**config.mk**
```make
export PLATFORM = sky130hd
export DESIGN_NAME = hqp_hash
export DESIGN_NICKNAME = d
export VERILOG_FILES = /design/src/rtl/hqp_pkg.sv /design/src/rtl/hqp_hash.sv
export SDC_FILE = /design/constraint.sdc
export NUM_CORES = 1
export LEC_CHECK = 0
export CORE_ASPECT_RATIO = 1.4
export CORE_MARGIN = 10
export CORE_UTILIZATION = 66
export CTS_BUF_LIST = sky130_fd_sc_hd__clkbuf_8
export DETAILED_ROUTE_END_ITERATION = 6
export DONT_BUFFER_PORTS = 1
export PLACE_DENSITY_LB_ADDON = 0.12
export RECOVER_POWER = 100
export SETUP_SLACK_MARGIN = 0.02
export SYNTH_ARGS = -nofsm -noshare
export SYNTH_HDL_FRONTEND = slang
export SYNTH_SLANG_ARGS = --single-unit
```
**constraint.sdc**
```tcl
create_clock -name clk -period 11.58 [get_ports clk]
set_input_delay 1.737 -clock clk [delete_from_list [all_inputs] [get_ports clk]]
set_output_delay 1.737 -clock clk [all_outputs]
set_load 0.02 [all_outputs]
```
**src/rtl/hqp_pkg.sv**
```systemverilog
// ----------------------------------------------------------------------------
// hqp_pkg
// Shared types and constants of the quadratic-probe hash table.
// ----------------------------------------------------------------------------
package hqp_pkg;

  localparam int MAX_SLOTS  = 1024;
  localparam int SLOT_W     = $clog2(MAX_SLOTS);
  localparam int SIZE_W     = 11;
  localparam int KEY_BYTES  = 8;
  localparam int KEY_W      = 64;
  localparam int LEN_W      = 4;
  localparam int VALUE_BITS = 32;
  localparam int CMD_W      = 2;
  localparam int STATUS_W   = 3;
  localparam int PROD_W     = 64;
  localparam int MOD_BITS   = 4;                  // remainder bits per cycle
  localparam int MOD_STEPS  = PROD_W / MOD_BITS;
  localparam int MODCNT_W   = $clog2(MOD_STEPS);

  localparam logic [SIZE_W-1:0] SIZE_RESET = SIZE_W'(1021);
  localparam logic [SIZE_W-1:0] SIZE_MIN   = SIZE_W'(2);
  localparam logic [SIZE_W-1:0] SIZE_MAX   = SIZE_W'(MAX_SLOTS);

  localparam logic [CMD_W-1:0] CMD_CLEAR  = 2'd0;
  localparam logic [CMD_W-1:0] CMD_INSERT = 2'd1;
  localparam logic [CMD_W-1:0] CMD_SEARCH = 2'd2;

  localparam logic [STATUS_W-1:0] ST_INSERTED  = 3'd0;
  localparam logic [STATUS_W-1:0] ST_FOUND     = 3'd1;
  localparam logic [STATUS_W-1:0] ST_NOT_FOUND = 3'd2;
  localparam logic [STATUS_W-1:0] ST_FULL      = 3'd3;
  localparam logic [STATUS_W-1:0] ST_CLEARED   = 3'd4;

  typedef struct packed {
    logic                  used;
    logic [KEY_W-1:0]      key;
    logic [LEN_W-1:0]      len;
    logic [VALUE_BITS-1:0] payload;
    logic [SLOT_W-1:0]     home;
  } slot_t;

  localparam int SLOT_BITS = $bits(slot_t);

  typedef enum logic [3:0] {
    S_INIT, S_IDLE, S_HASH, S_READ, S_CHECK, S_CLEAR, S_DONE
  } state_t;

  typedef enum logic [1:0] {
    H_IDLE, H_MUL, H_MOD
  } hash_state_t;

endpackage

```
**src/rtl/hqp_hash.sv**
```systemverilog
// ----------------------------------------------------------------------------
// hqp_hash
// Home slot unit: byte-serial 64-bit product, then radix-16 remainder.
// ----------------------------------------------------------------------------
module hqp_hash (
  input  logic                         clk,
  input  logic                         rst,
  input  logic                         start,
  input  logic [hqp_pkg::KEY_W-1:0]    key,
  input  logic [hqp_pkg::LEN_W-1:0]    len,
  input  logic [hqp_pkg::SIZE_W-1:0]   size,
  output logic                         done,
  output logic [hqp_pkg::SLOT_W-1:0]   home
);

  import hqp_pkg::*;

  hash_state_t          hstate;
  logic [PROD_W-1:0]    prod;
  logic [KEY_W-1:0]     kshift;
  logic [LEN_W-1:0]     cnt;
  logic [MODCNT_W-1:0]  modcnt;
  logic [SIZE_W-1:0]    rem;
  logic [SIZE_W-1:0]    rem_next;
  logic [PROD_W-1:0]    prod_shift;

  // Four restoring steps; remainder stays below size, so 2r+1 fits.
  always_comb begin
    rem_next   = rem;
    prod_shift = prod;
    for (int j = 0; j < MOD_BITS; j++) begin
      rem_next   = {rem_next[SIZE_W-2:0], prod_shift[PROD_W-1]};
      prod_shift = {prod_shift[PROD_W-2:0], 1'b0};
      if (rem_next >= size) begin
        rem_next = rem_next - size;
      end
    end
  end

  always_ff @(posedge clk) begin
    if (rst) begin
      hstate <= H_IDLE;
      done   <= 1'b0;
    end else begin
      done <= 1'b0;
      case (hstate)
        H_IDLE: begin
          if (start) begin
            hstate <= H_MUL;
          end
        end
        H_MUL: begin
          if (cnt == '0) begin
            hstate <= H_MOD;
          end
        end
        H_MOD: begin
          if (modcnt == MODCNT_W'(MOD_STEPS - 1)) begin
            hstate <= H_IDLE;
            done   <= 1'b1;
          end
        end
        default: hstate <= H_IDLE;
      endcase
    end
  end

  always_ff @(posedge clk) begin
    case (hstate)
      H_IDLE: begin
        prod   <= PROD_W'(1);
        kshift <= key;
        cnt    <= len;
        modcnt <= '0;
        rem    <= '0;
      end
      H_MUL: begin
        if (cnt != '0) begin
          prod   <= prod * PROD_W'(kshift[7:0]);
          kshift <= kshift >> 8;
          cnt    <= cnt - LEN_W'(1);
        end
      end
      H_MOD: begin
        rem    <= rem_next;
        prod   <= prod_shift;
        modcnt <= modcnt + MODCNT_W'(1);
        if (modcnt == MODCNT_W'(MOD_STEPS - 1)) begin
          home <= rem_next[SLOT_W-1:0];
        end
      end
      default: ;
    endcase
  end

endmodule

```
* Word-level counts from Yosys, hierarchy flattened
Index checks and enable logic that the tools add are counted.
** Word-level totals
- Register bits :: 159
- Word-level logic and storage cells :: 55
** Operators by class
- Add/sub/neg operators :: 6
- Multiply operators :: 1
- Magnitude comparators :: 4
- Eq/ne operators :: 7
- Muxes and demuxes :: 17
- Bitwise gates (word level) :: 1
- Reduce and logical (&&, ||, !) cells :: 11
** Operators by type and width (number)
- case mux 64 bit (3 select lines) :: 1
- two-way mux 64 bit :: 2
- case mux 64 bit (2 select lines) :: 1
- multiplier 64 x 8 -> 64 bit :: 1
- greater-or-equal comparator 11 bit :: 4
- two-way mux 10 bit :: 4
- subtractor 10 bit :: 4
- case mux 10 bit (2 select lines) :: 1
- case mux 4 bit (2 select lines) :: 2
- inequality test 2 bit (second input constant) :: 4
- two-way mux 2 bit :: 3
- case mux 2 bit (3 select lines) :: 1
- AND reduction 2 bit :: 3
- adder 4 x 1 -> 4 bit (second input constant) :: 1
- == test 4 bit (second input constant) :: 1
- zero test 4 bit :: 1
- two-way mux 4 bit :: 1
- nonzero test 2 bit :: 2
- nonzero test 4 bit :: 1
- subtractor 4 x 1 -> 4 bit (second input constant) :: 1
- AND reduction 3 bit :: 1
- nonzero test 3 bit :: 1
- == test 2 x 1 -> 1 bit (second input constant) :: 1
- == test 2 bit (second input constant) :: 1
- other kinds (4) :: 4

* Logic depth before layout (Yosys ltp)
- Word-level depth :: 9
- Depth in mapped cells :: 40
- Depth with buffers taken out :: 38

* Least setup slack after synthesis
Ideal clock, no wire load.
- Path type :: in2reg
- Start :: in size[1] (netlist name)
- End :: reg rem[2] (data pin)
- Library setup time :: 0.255 ns
- Data arrival time :: 9.122 ns
- Path slack :: 2.203 ns
- Stages on the path :: 36
- Cells stage by stage :: inv_1 -> ha_1 -> nor2b_1 -> o21a_1 -> o21ai_1 -> a21oi_2 -> o22a_1 -> a31oi_1 -> buf_4 -> mux2_2 -> inv_1 -> ha_1 -> nor2b_1 -> o21a_1 -> o21ai_1 -> a21oi_1 -> a311oi_1 -> o21ai_1 -> clkbuf_1 -> mux2i_1 -> inv_1 -> ha_1 -> nand4_1 -> o21ai_0 -> nor2_1 -> o31ai_2 -> clkbuf_1 -> mux2_2 -> ha_1 -> nand3_1 -> nand2b_1 -> a31oi_1 -> o41ai_1 -> buf_2 -> mux2_2 -> and2_1
** On the way
- Cells in the longest elaborated chain, start to end :: 9
** RTL lines
- from (decl) :: RTL line hqp_hash.sv:11 : input logic [hqp_pkg::SIZE_W-1:0] size,
- subtractor 10 bit / greater-or-equal comparator 11 bit (equally long branches) :: RTL line hqp_hash.sv:35, hqp_hash.sv:34
- two-way mux 10 bit :: RTL line hqp_hash.sv:34 : if (rem_next >= size) begin
- subtractor 10 bit / greater-or-equal comparator 11 bit (equally long branches) :: RTL line hqp_hash.sv:35, hqp_hash.sv:34
- two-way mux 10 bit :: RTL line hqp_hash.sv:34
- subtractor 10 bit / greater-or-equal comparator 11 bit (equally long branches) :: RTL line hqp_hash.sv:35, hqp_hash.sv:34
- two-way mux 10 bit :: RTL line hqp_hash.sv:34
- greater-or-equal comparator 11 bit / subtractor 10 bit (equally long branches) :: RTL line hqp_hash.sv:34, hqp_hash.sv:35
- two-way mux 10 bit * :: RTL line hqp_hash.sv:34
- named net rem_next[2] :: RTL line hqp_hash.sv:24 : logic [SIZE_W-1:0] rem_next;
- case mux 10 bit (2 select lines) * :: RTL line hqp_hash.sv:69 : case (hstate)
- to (signal assigned) :: RTL line hqp_hash.sv:85 : rem <= rem_next;
- to (decl) :: RTL line hqp_hash.sv:23 : logic [SIZE_W-1:0] rem;
The timed path passes the listed nets; every way through them passes the cells marked *.
A chain may end at the register's enable or synchronous reset.

* Worst setup path after layout
Same ends and word-level chain as after synthesis.

==> qor.yml <==
post_cts_resized: 0
crit_top_cell: "ha_1"
post-synth-top-count-cell: "nand2_1"
synthesis.nets: 3002
yosys_warnings: 0
start_kind: "primary input"
postRouteAntennaNets: 0
grt_pass1_vias: 18600
initial_core_util: 0.665
synth_top_family_by_area: "adder cells"
synth_top_area_cell: "fa_1"
drtPass1Iterations: 5
grt_pass1_wl_um: 92600
die_area_um2: 43200
die_w_um: 178
max_freq_mhz: 96.6
post-route-drc-count: 0
peakVddDrop_v: 0.000201
maxCapViolCount: 6
cts_buffers: 17
cts_tree: "done"
synth-simple-area-share: 0.165
layout-drive-gt1-share: 0.0575
p_total_mw: 5.09
r2r-start: "rem[0]"
fin_skew_ns: 0.0176
setup_tns_ns: 0
placed_cells: 2756
synth.distinct_cells: 73
violations: "capacitance limit, slew limit"
wl_per_cell_um: 19.9
crit_start: "size[1]"
avgSynthCellArea_um2: 9.49
final-setup-viol-count: 0
cpPeakStageDelay_ns: 0.75
relSlewSlack: -1.62
routed_wl_um: 55400
via_per_inst: 6.11
r2r_slack_ns: 2.20
critPathKind: "primary input to flip-flop"
port_buffers: 0
nets: 2876
netlist.area_leader.share: 0.304
clock_sinks: 159
die_h_um: 242
synth.area.top_cells: "fa_1, edfxtp_1, ha_1, nand2_1, and2_1"
p_leak_nw: 8.66
finalHoldViolCount: 0
slew_viol_final: 354
ys_seq_area_frac: 0.205
grt_antenna_before_repair: 1
grt_use_total: 0.265
end_kind: "flip-flop"
grt_max_degree: 75
synth_edf_count: 156
preCtsSetupSlack_ns: 1.22
synth-xor-area-share: 0.0396
rsz0062_at_grt: "false"
status: "complete, but fails checks"
power.density_nw_per_um2: 215
io-pin-count: 93
holdCritStartpoint: "kshift[54]"
synth-compound-area-share: 0.103
drtIter0Drc: 1178
path_clk_slew_ns: 0.11
core_region_area_um2: 34900
cts_setup_buffers: 0
synth_commonest_cells: "nand2_1, fa_1, inv_1"
worst_slew_pin_slew_ns: 3.94
finalCritPeriodShare: 0.894
area_growth_pct: 1.89
cp_max_fo: 20
clockBufferDepth: 2
synth_ff_type: "edfxtp_1"
dpl.hpwl_um: 41200
ys_ff_latch: 159
htreeDepth: 4
async_flop_share: 0
synth_area_um2: 23200
design_area_um2: 23600
hold_class: "flip-flop to flip-flop"
synthMuxAreaShare: 0.0411
worstSkewPairLatency_ns: 0.48
grt-ovfl-total: 0
rows: 81
cp_slowest_cell: "clkbuf_1"
synthAdderAreaFrac: 0.370
cts_hold_buf: 0
syn_inst: 2445
cts-root-buf: "clkbuf_8"
fin_crit_ns: 10.35
instances_no_fill: 2789
setup_ws_ns: 1.23
vias: 17100
cp.required_ns: 11.81
post_dp_cell_area_um2: 23300
gp_congestion: 0.946
worstPathArrival_ns: 10.58
==> placed cells by master (no fill, tap or decap), drive strengths merged, types with 9 or more instances in the layout <==
cell type	n
nor3	15
o21ai	87
xnor2	69
buf	12
inv	305
a31oi	11
a22oi	32
a211oi	10
a21o	41
clkbuf	23
nor2	54
ha	123
edfxtp	156
and2	208
a21oi	101
o211ai	9
mux2	74
xor2	36
nand3	21
nand4	27
nand2	386
fa	352
o21a	9
and3	10
nor2b	45
mux2i	12
o21bai	19
==> path summary, 6_finish.rpt <==
| check | endpoint | depth (start not counted) |
|---|---|---|
| max reg2reg | rem[2] | 38 |
| min | kshift[46] | 1 |
| max | rem[2] | 39 |
| min reg2reg | kshift[46] | 1 |
==> where the power goes <==
part / internal [mW] / total [mW] / switching (mW) / leakage [nW]
combinational: 1.43 / 3.55 / 2.12 / 6.69
clock: 0.190 / 0.463 / 0.272 / 0.222
sequential: 0.904 / 1.08 / 0.174 / 1.75
==> sequential cells by signal, indices dropped and copies added (netlist names) <==
signal,cells
home,10
kshift,64
modcnt,4
hstate,2
rem,10
done,1
cnt,4
prod,64
==> kinds of logic (layout without fill, tap and decap cells) <==
kind of cell	after synthesis	after routing
buffers and inverters	461	348
other	0	1
multiplexers	86	86
XOR/XNOR	105	105
AO/OA/AOI/OAI	366	366
AND/OR/NAND/NOR	793	793
adder cells (fa/ha/maj)	475	475
flip-flops	159	159
==> per-layer routing <==
layer,GRT usage,share of wire,vias to the layer above
li1,-,-,7664
met1,0.312,0.37,8653
met2,0.479,0.54,589
met3,0.0282,0.046,144
met4,0.102,0.035,0
met5,0,0,-
==> metrics by stage <==
step / hold WS, ns / util
after CTS: 0.561 / 0.681
after floorplan: 0.518 / -
after detailed placement: 0.531 / 0.668
final: 0.557 / 0.678
after global routing: 0.567 / 0.678
after global placement: 0.527 / 0.668
==> final cells by class <==
| type | count | area [µm²] |
|---|---|---|
| Inverter | 298 | 1120 |
| Tap cell | 456 | 571 |
| Clock inverter | 15 | 215 |
| Timing Repair Buffer | 18 | 113 |
| Clock buffer | 17 | 234 |
| Fill cell | 2777 | 11200 |
| Sequential cell | 159 | 4740 |
| Antenna cell | 1 | 2.50 |
| Multi-Input combinational cell | 1825 | 16600 |
==> worst max-delay path, delay by kind of cell <==
family	cells	cell delay (ns)
adders and majority gates	4	1.09
and+or+nand+nor	5	0.67
muxes	3	1.18
buffers and inverters	6	1.49
AOI/OAI and AO/OA	21	4.40
Note: power is estimated with default switching activity, not from simulation.
