**src/rtl/hqp_ram.sv**
```systemverilog
// ----------------------------------------------------------------------------
// hqp_ram
// Simple dual-port RAM, one write and one registered read port.
// ----------------------------------------------------------------------------
module hqp_ram #(
  parameter int WIDTH  = 8,
  parameter int DEPTH  = 16,
  parameter int ADDR_W = $clog2(DEPTH)
) (
  input  logic              clk,
  input  logic              we,
  input  logic [ADDR_W-1:0] waddr,
  input  logic [WIDTH-1:0]  wdata,
  input  logic [ADDR_W-1:0] raddr,
  output logic [WIDTH-1:0]  rdata
);

  logic [WIDTH-1:0] mem [DEPTH];

  always_ff @(posedge clk) begin
    if (we) begin
      mem[waddr] <= wdata;
    end
  end

  always_ff @(posedge clk) begin
    rdata <= mem[raddr];
  end

endmodule

```
**config.mk**
```make
export PLATFORM = sky130hd
export DESIGN_NAME = hqp_ram
export DESIGN_NICKNAME = d
export VERILOG_FILES = /design/src/rtl/hqp_ram.sv
export SDC_FILE = /design/constraint.sdc
export NUM_CORES = 1
export LEC_CHECK = 0
export BUFFER_PORTS_ARGS = -buffer_cell sky130_fd_sc_hd__buf_2
export CAP_MARGIN = 20
export CORE_UTILIZATION = 35
export DETAILED_ROUTE_END_ITERATION = 10
export MAX_ROUTING_LAYER = met4
export SLEW_MARGIN = 10
export SYNTH_ARGS = -nofsm -noshare
export SYNTH_HDL_FRONTEND = slang
export SYNTH_SLANG_ARGS = --single-unit
```
**constraint.sdc**
```tcl
create_clock -name clk -period 1.8 [get_ports clk]
set_input_delay 0.36 -clock clk [delete_from_list [all_inputs] [get_ports clk]]
set_output_delay 0.36 -clock clk [all_outputs]
set_load 0.02 [all_outputs]
```
# Word-level counts from Yosys, hierarchy flattened
# Memories as Yosys holds them, arrays and structs flattened. A register that Yosys moved wholly into a read port is not among the register bits.
# Cells that the tools add are included.
dict set report classes {
  muxes 2
}
# op n
set ops {}
lappend ops {{$mux 1} 2}
dict set report totals {
  regBits 0
  ram_bits 128
  word_cells 3
  memories 1
}
# memory words width read_ports rd_clocked_by_memory_dff write_ports line
set memory_table {}
lappend memory_table {mem 16 8 1 1 1 18} ;# logic [WIDTH-1:0] mem [DEPTH];

# Logic depth before layout (Yosys ltp)
# Gate-level depths: netlist of run 1.
dict set report logic_depth {
  depth_word 2
  mapped_depth 5
}

# Least setup slack after synthesis of run 1
# Ideal clock, no wire load.
dict set report synth_timing {
  kind {input-to-reg}
  startpoint {input port waddr[2]}
  endpoint {memory mem[0][0] (enable)}
  setup_time_ns 0.383
  arrival_ns 1.470
  setup_slack_ns -0.053
  stages 2
  path_buffers 0
  cell_sequence {or3b_2 -> nor3_1}
}
# element line
set synth_lines {}
lappend synth_lines {{start, declared} 12} ;# input logic [ADDR_W-1:0] waddr,
lappend synth_lines {{end, declared} 18}
# Straight into the memory's write port.

==> run_results.csv, run 1 <==
group,metric,value,unit
run_status,status,"complete, no violations",
worst_setup_path,setup.worst_path.end_class,"flop",
global_route,gr-max-usage-layer,"met2",
sta,timing.hold.ws,0.333,ns
routing,drc,0,
worst_setup_path,critPathRequiredTime,2.08,ns
routing,vias,2425,
global_route,grt_use_met3,0.0332,
sta,slew_headroom,0.484,
worst_setup_path,crit_path_top_delay_cell,"mux4_1",
routing,finalWirelength,10000,um
placement,hpwlAfterDp,6540,um
pwr,p_total,0.00744,W
sta,period_share,0.801,
routing,drtPass1Iterations,4,
worst_setup_path,max_stage_delay,0.59,ns
placement,dp_slack,-0.0760,ns
worst_setup_path,cp.depth,5,
worst_setup_path,r2r_cells,3,
global_route,use_met1,0.202,
clock_tree,clk_latency,0.41,ns
global_route,grt_pass1_vias,2601,
pwr,vdd_ir_drop_max,0.643,mV
clock_tree,cts_tree,"built",
clock_tree,clk_pin_slew,0.06,ns
layout,layout-drive-gt1-share,0.327,
layout,fillers,1186,
routing,drtIter0Drc,139,
sta,period_minus_slack,1.44,ns
routing,wl_per_cell,20.8,um
floorplan,pin_count,26,
min_path,hold_path.class,"in -> reg",
layout,area_growth,21.2,%
min_path,hold_depth,1,
synth,ys_ff_latch,136,
sta,setup_violations,0,
placement,place.gp.congestion,0.758,
sta,rsz0062_at_grt,"no",
synth,postSynthAreaPerCell,22.5,um^2
worst_setup_path,cp-start-kind,"input port",
floorplan,dieHeight,123,um
synth,ys_warn_count,0,
worst_setup_path,critical_path_class,"in -> reg",
pwr,leakage,2.13,nW
synth,ys_seq_area_frac,0.778,
clock_tree,cts_resized,0,
routing,ant_nets,0,
clock_tree,cts_buffer_depth,2,
sta,fmax,0.693,GHz
floorplan,dieWidth,123,um
floorplan,initial_core_util,0.365,
synth,yosys.area.top_type,"edfxtp_1",
sta,finalWorstSetupSlack,0.358,ns
synth,synthCells,229,
sta,hold_viol,0,
worst_setup_path,crit_arrival,1.72,ns
floorplan,fp.coreArea,0.0141,mm^2
sta,tightest_slew,0.771,ns
flow_run,cap_violations,0,
synth,synth_fp_nets,247,
floorplan,rows,43,
floorplan,die_area,0.0152,mm^2
worst_setup_path,crit_family,"multiplexers",
sta,final.setup_skew,0.00778,ns
placement,portBuffers,25,
worst_setup_path,cp_num_buf_inv,2,
global_route,grt_usage,0.156,
layout,n_antenna_cell,0,
global_route,grt_pass1_wl,15600,um
synth,yosysUniqueCellTypes,19,
clock_tree,cts_made_buffers,17,
clock_tree,cts_sinks,136,
synth,synth_top_area_frac,0.747,
clock_tree,post_cts_buffers,0,
clock_tree,holdBufCountCts,0,
global_route,grtUsageMet2,0.239,
placement,dp_cells,449,
clock_tree,cts.htree.levels,4,
synth,netlist_area,0.00515,mm^2
layout,finalNonFillerCells,480,
pwr,p_per_area,1190,mW/mm^2
global_route,grt-ovfl-total,0,
global_route,antenna_found_initial,0,
layout,nets,306,
routing,drt-vias-per-instance,5.05,
worst_setup_path,crit_fanout,7,
synth,synthTopCellsByArea,"edfxtp_1, mux4_2, mux4_1, dfxtp_1, a22oi_1",
sta,maxSlewViolCount,0,
clock_tree,clock-root-buffer,"clkbuf_16",
worst_setup_path,cp_cell_sequence,"buf_2 -> buf_4 -> mux4_1 -> a22oi_1 -> nand2_1",
global_route,grt_max_degree,25,
-- final timing paths --
path / start / to / slack [ns]
hold / removal: wdata[5] / mem[2][5]$_DFFE_PP_ / 0.33
setup / recovery: raddr[0] / rdata[0]$_DFF_P_ / 0.36
setup reg to reg: mem[0][0]$_DFFE_PP_ / rdata[0]$_DFF_P_ / 0.38
hold reg to reg: mem[8][1]$_DFFE_PP_ / rdata[1]$_DFF_P_ / 0.68
-- logic make-up (layout without fill, tap and decap cells) --
kind of cell           count (synthesis)  count (layout)  synth area share
and+or+nand+nor                       35              35            0.0318
AOI/OAI and AO/OA                     16              16            0.0233
buffers and inverters                 10              81            0.0168
muxes                                 32              32             0.150
DFF                                  136             136             0.778
-- area by class of cell --
type / count / area [um^2] / area share
tap: 180 / 225 / 0.0361
clock buffer: 17 / 425 / 0.0682
timing repair buffer: 50 / 338 / 0.0542
clock inverter: 14 / 183 / 0.0293
multi-input combinational: 83 / 1060 / 0.170
sequential: 136 / 4000 / 0.642
-- layer usage --
metal  up-vias  part of all wire
li1       1089                 -
met1      1250              0.45
met2        70              0.49
met3        16             0.048
met4         0             0.017
met5         -                 0
-- cell usage in the layout, fill, tap and decap left out, types with 3 or more instances in the layout --
cell type,n
dfxtp_1,8
mux4_2,18
nor2_1,13
buf_4,23
clkbuf_16,17
bufinv_16,4
clkinv_1,3
edfxtp_1,128
nand2_1,9
buf_2,25
nor3_1,3
a22oi_1,16
clkinv_4,3
mux4_1,14
-- flip-flops by register name, summed over array words and instances (netlist names) --
signal	count
mem	128
rdata	8
-- report_power, final --
part	switching, W	total (W)	internal [W]
clock network	0.00122	0.00351	0.00229
registers	0.0000200	0.00356	0.00354
logic	0.000214	0.000363	0.000149
-- worst reg2reg max path, stage by stage (launching register included) --
cell      delay, ns
edfxtp_1       0.36
mux4_1         0.51
a22oi_1        0.30
nand2_1        0.11
-- cell usage after synthesis --
cell,instances
clkdlybuf4s25_2,3
nand2_1,9
edfxtp_1,128
dfxtp_1,8
nor3_1,4
and2_1,1
nand3_1,1
buf_2,3
mux4_2,18
a22oi_1,16
buf_6,3
buf_4,1
or3b_2,1
nor2_1,13
and2b_1,1
nand3b_1,2
nand2b_1,2
mux4_1,14
nor2b_1,1
-- through the flow --
| step | TNS (ns) | cell area (um^2) | util |
|---|---|---|---|
| after floorplan | 0 | 5150 | - |
| after global placement | -0.0699 | 5630 | 0.399 |
| after detailed placement | -0.101 | 5630 | 0.399 |
| after CTS | 0 | 6240 | 0.442 |
| after global routing | 0 | 6240 | 0.442 |
| final | 0 | 6240 | 0.442 |
(Power assumes the default switching activity.)
==> run 2: changes to the inputs <==
==> constraint.sdc (replaced) <==
create_clock -name clk -period 1.2 [get_ports clk]
set_input_delay 0.24 -clock clk [delete_from_list [all_inputs] [get_ports clk]]
set_output_delay 0.24 -clock clk [all_outputs]
set_load 0.02 [all_outputs]
==> run 2 against run 1 <==
  * The flow now finishes with violations (negative setup slack)
  * Critical path depth is 2 lower
  * Largest power group unchanged
  * Clock power is 44% higher
  * Register-to-register slack worse by 0.44 ns
  * Non-clock buffer count is 6 higher
  * Sequential power is 50% higher
  * Largest cell class unchanged
  * Combinational power is 74% higher
  * Flip-flop and latch count stayed put
  * Critical path type is now reg -> reg
  * Worst hold slack worse by 0.11 ns
  * Sequential share of layout area is 1.7 points lower
  * Highest routed layer unchanged
  * Global-route usage is 0.094 points lower
  * Clock-buffer cell count stayed put
  * Core utilization is 1.2 points higher
==> run_results.csv, run 2 (synthesized netlist as in run 1, its figures left out) <==
group,metric,value,unit
pwr,power_frac_clock,0.459,
floorplan,initial_core_util,0.365,
pwr,p_total,0.0111,W
sta,fin_setup_tns,-0.288,ns
pwr,vdd_ir_drop_max,0.970,mV
routing,drtPass1Iterations,4,
floorplan,dieWidth,123,um
layout,n_antenna_cell,0,
pwr,leakage,2.13,nW
layout,largestRegisters,"mem (128), rdata (8)",
clock_tree,cts_tree,"built",
clock_tree,clock-root-buffer,"clkbuf_16",
worst_setup_path,r2r_cells,3,
placement,dp_slack,-0.524,ns
clock_tree,cts_sinks,136,
layout,nets,312,
clock_tree,clk_latency,0.41,ns
worst_setup_path,crit_arrival,1.56,ns
pwr,p_per_area,1720,mW/mm^2
floorplan,die_area,0.0152,mm^2
routing,finalWirelength,10100,um
layout,final_util,0.455,
run_status,status,"complete, but fails checks",
worst_setup_path,critical_path_class,"reg -> reg",
worst_setup_path,crit_fanout,1,
routing,ant_nets,0,
sta,maxSlewViolCount,0,
worst_setup_path,reg2reg_to,"rdata[2]$_DFF_P_",
pwr,power_frac_seq,0.484,
layout,layout-drive-gt1-share,0.463,
worst_setup_path,r2r_start,"mem[3][2]$_DFFE_PP_",
layout,area_growth,24.5,%
clock_tree,cts_buffer_depth,2,
placement,portBuffers,25,
global_route,grt_pass1_wl,15800,um
worst_setup_path,max_stage_delay,0.48,ns
pwr,pwr-share-comb,0.057,
min_path,hold_path.class,"in -> reg",
clock_tree,clk_pin_slew,0.06,ns
global_route,grt-ovfl-total,0,
placement,dp_cells,455,
sta,setup_violations,8,
layout,largest_register_ffs,128,
pwr,p_sw,0.00223,W
placement,place.gp.congestion,0.697,
layout,top_register,"mem",
routing,drt-vias-per-instance,5.06,
pwr,internal_power,0.00882,W
sta,fmax,0.791,GHz
worst_setup_path,setup.worst_path.end_class,"flop",
sta,period_minus_slack,1.26,ns
clock_tree,cts_made_buffers,17,
layout,final_common_cell,"edfxtp_1",
pwr,p_sw_frac,0.202,
routing,drc,0,
worst_setup_path,cp-start-kind,"flop",
layout,fillers,1218,
floorplan,dieHeight,123,um
min_path,hp-start,"wdata[3]",
floorplan,pin_count,26,
routing,wl_per_cell,20.8,um
layout,finalNonFillerCells,487,
routing,drtIter0Drc,222,
sta,finalWorstSetupSlack,-0.0641,ns
flow_run,cap_violations,0,
sta,tightest_slew,0.888,ns
routing,vias,2462,
worst_setup_path,crit_path_top_delay_cell,"mux4_2",
floorplan,fp.coreArea,0.0141,mm^2
layout,mostFrequentLayoutCells,"edfxtp_1, mux4_2, buf_4, buf_2, clkbuf_16",
global_route,grt_pass1_vias,2686,
worst_setup_path,crit_family,"multiplexers",
worst_setup_path,reg2reg_slack,-0.06,ns
global_route,antenna_found_initial,0,
run_status,failed_checks,"negative setup slack",
clock_tree,cts.htree.levels,4,
placement,hpwlAfterDp,6850,um
sta,period_share,1.05,
worst_setup_path,cp_num_buf_inv,0,
sta,final.setup_skew,0.00546,ns
floorplan,rows,43,
global_route,grt_max_degree,17,
sta,rsz0062_at_grt,"yes",
sta,slew_headroom,0.407,
global_route,grt_usage,0.155,
sta,hold_viol,0,
worst_setup_path,cp_cell_sequence,"mux4_2 -> a22oi_2 -> nand2_1",
min_path,hold_depth,1,
worst_setup_path,critPathRequiredTime,1.49,ns
min_path,min_to,"mem[3][3]$_DFFE_PP_",
-- run 2: cell type report --
cell class | count | area (um^2) | share of cell area
clock inverters | 15 | 160 | 0.0250
well taps | 180 | 225 | 0.0351
clock buffers | 17 | 425 | 0.0664
multi-input cells | 83 | 1120 | 0.175
repair buffers | 56 | 475 | 0.0742
flip-flops and latches | 136 | 4010 | 0.625
-- run 2: per-layer routing --
metal / vias up / wire length, um / track usage
li1: 1093 / - / -
met1: 1272 / 4330 / 0.204
met2: 89 / 5010 / 0.232
met3: 8 / 721 / 0.0489
met4: 0 / 63 / 0.0429
met5: - / 0 / -
-- run 2: power by group through the flow --
stage	combinational [W]	sequential, W	clock [W]
floorplan	0.000306	0.00547	0
global placement	0.000603	0.00544	0
detailed placement	0.000616	0.00544	0
CTS	0.000642	0.00535	0.00515
global route	0.000683	0.00535	0.00534
finish	0.000633	0.00535	0.00507
-- run 2: how the worst max path moves through the flow --
stage	slack, ns	cells past startpoint	endpoint	from
5_1_grt	-0.12	3	rdata[0]$_DFF_P_	mem[2][0]$_DFFE_PP_
3_5_place_dp	-0.52	6	rdata[0]$_DFF_P_	raddr[0]
4_1_cts	-0.06	3	rdata[0]$_DFF_P_	mem[7][0]$_DFFE_PP_
2_1_floorplan	-0.17	2	mem[0][0]$_DFFE_PP_	waddr[2]
3_3_place_gp	-0.47	6	rdata[0]$_DFF_P_	raddr[0]
6_report	-0.06	3	rdata[2]$_DFF_P_	mem[3][2]$_DFFE_PP_
-- run 2: timing repair --
| action | CTS | global route |
|---|---|---|
| setup buffers | 0 | 0 |
| pin swaps | 3 | 3 |
| endpoints found under the setup margin | 9 | 10 |
| hold buffers | 0 | 0 |
| cloned | 0 | 0 |
| gates resized for setup | 11 | 3 |
-- run 2: metrics by stage --
stage,cell area (um^2),hold WS [ns]
2_1_floorplan,5200,0.339
3_3_place_gp,5770,0.632
3_5_place_dp,5770,0.649
4_1_cts,6400,0.213
5_1_grt,6410,0.224
6_report,6410,0.221
-- run 2: worst reg2reg max path, cell delays in order, from the launching register on --
cell and delay [ns]:
edfxtp_1 0.36, mux4_2 0.48, a22oi_2 0.24, nand2_1 0.08
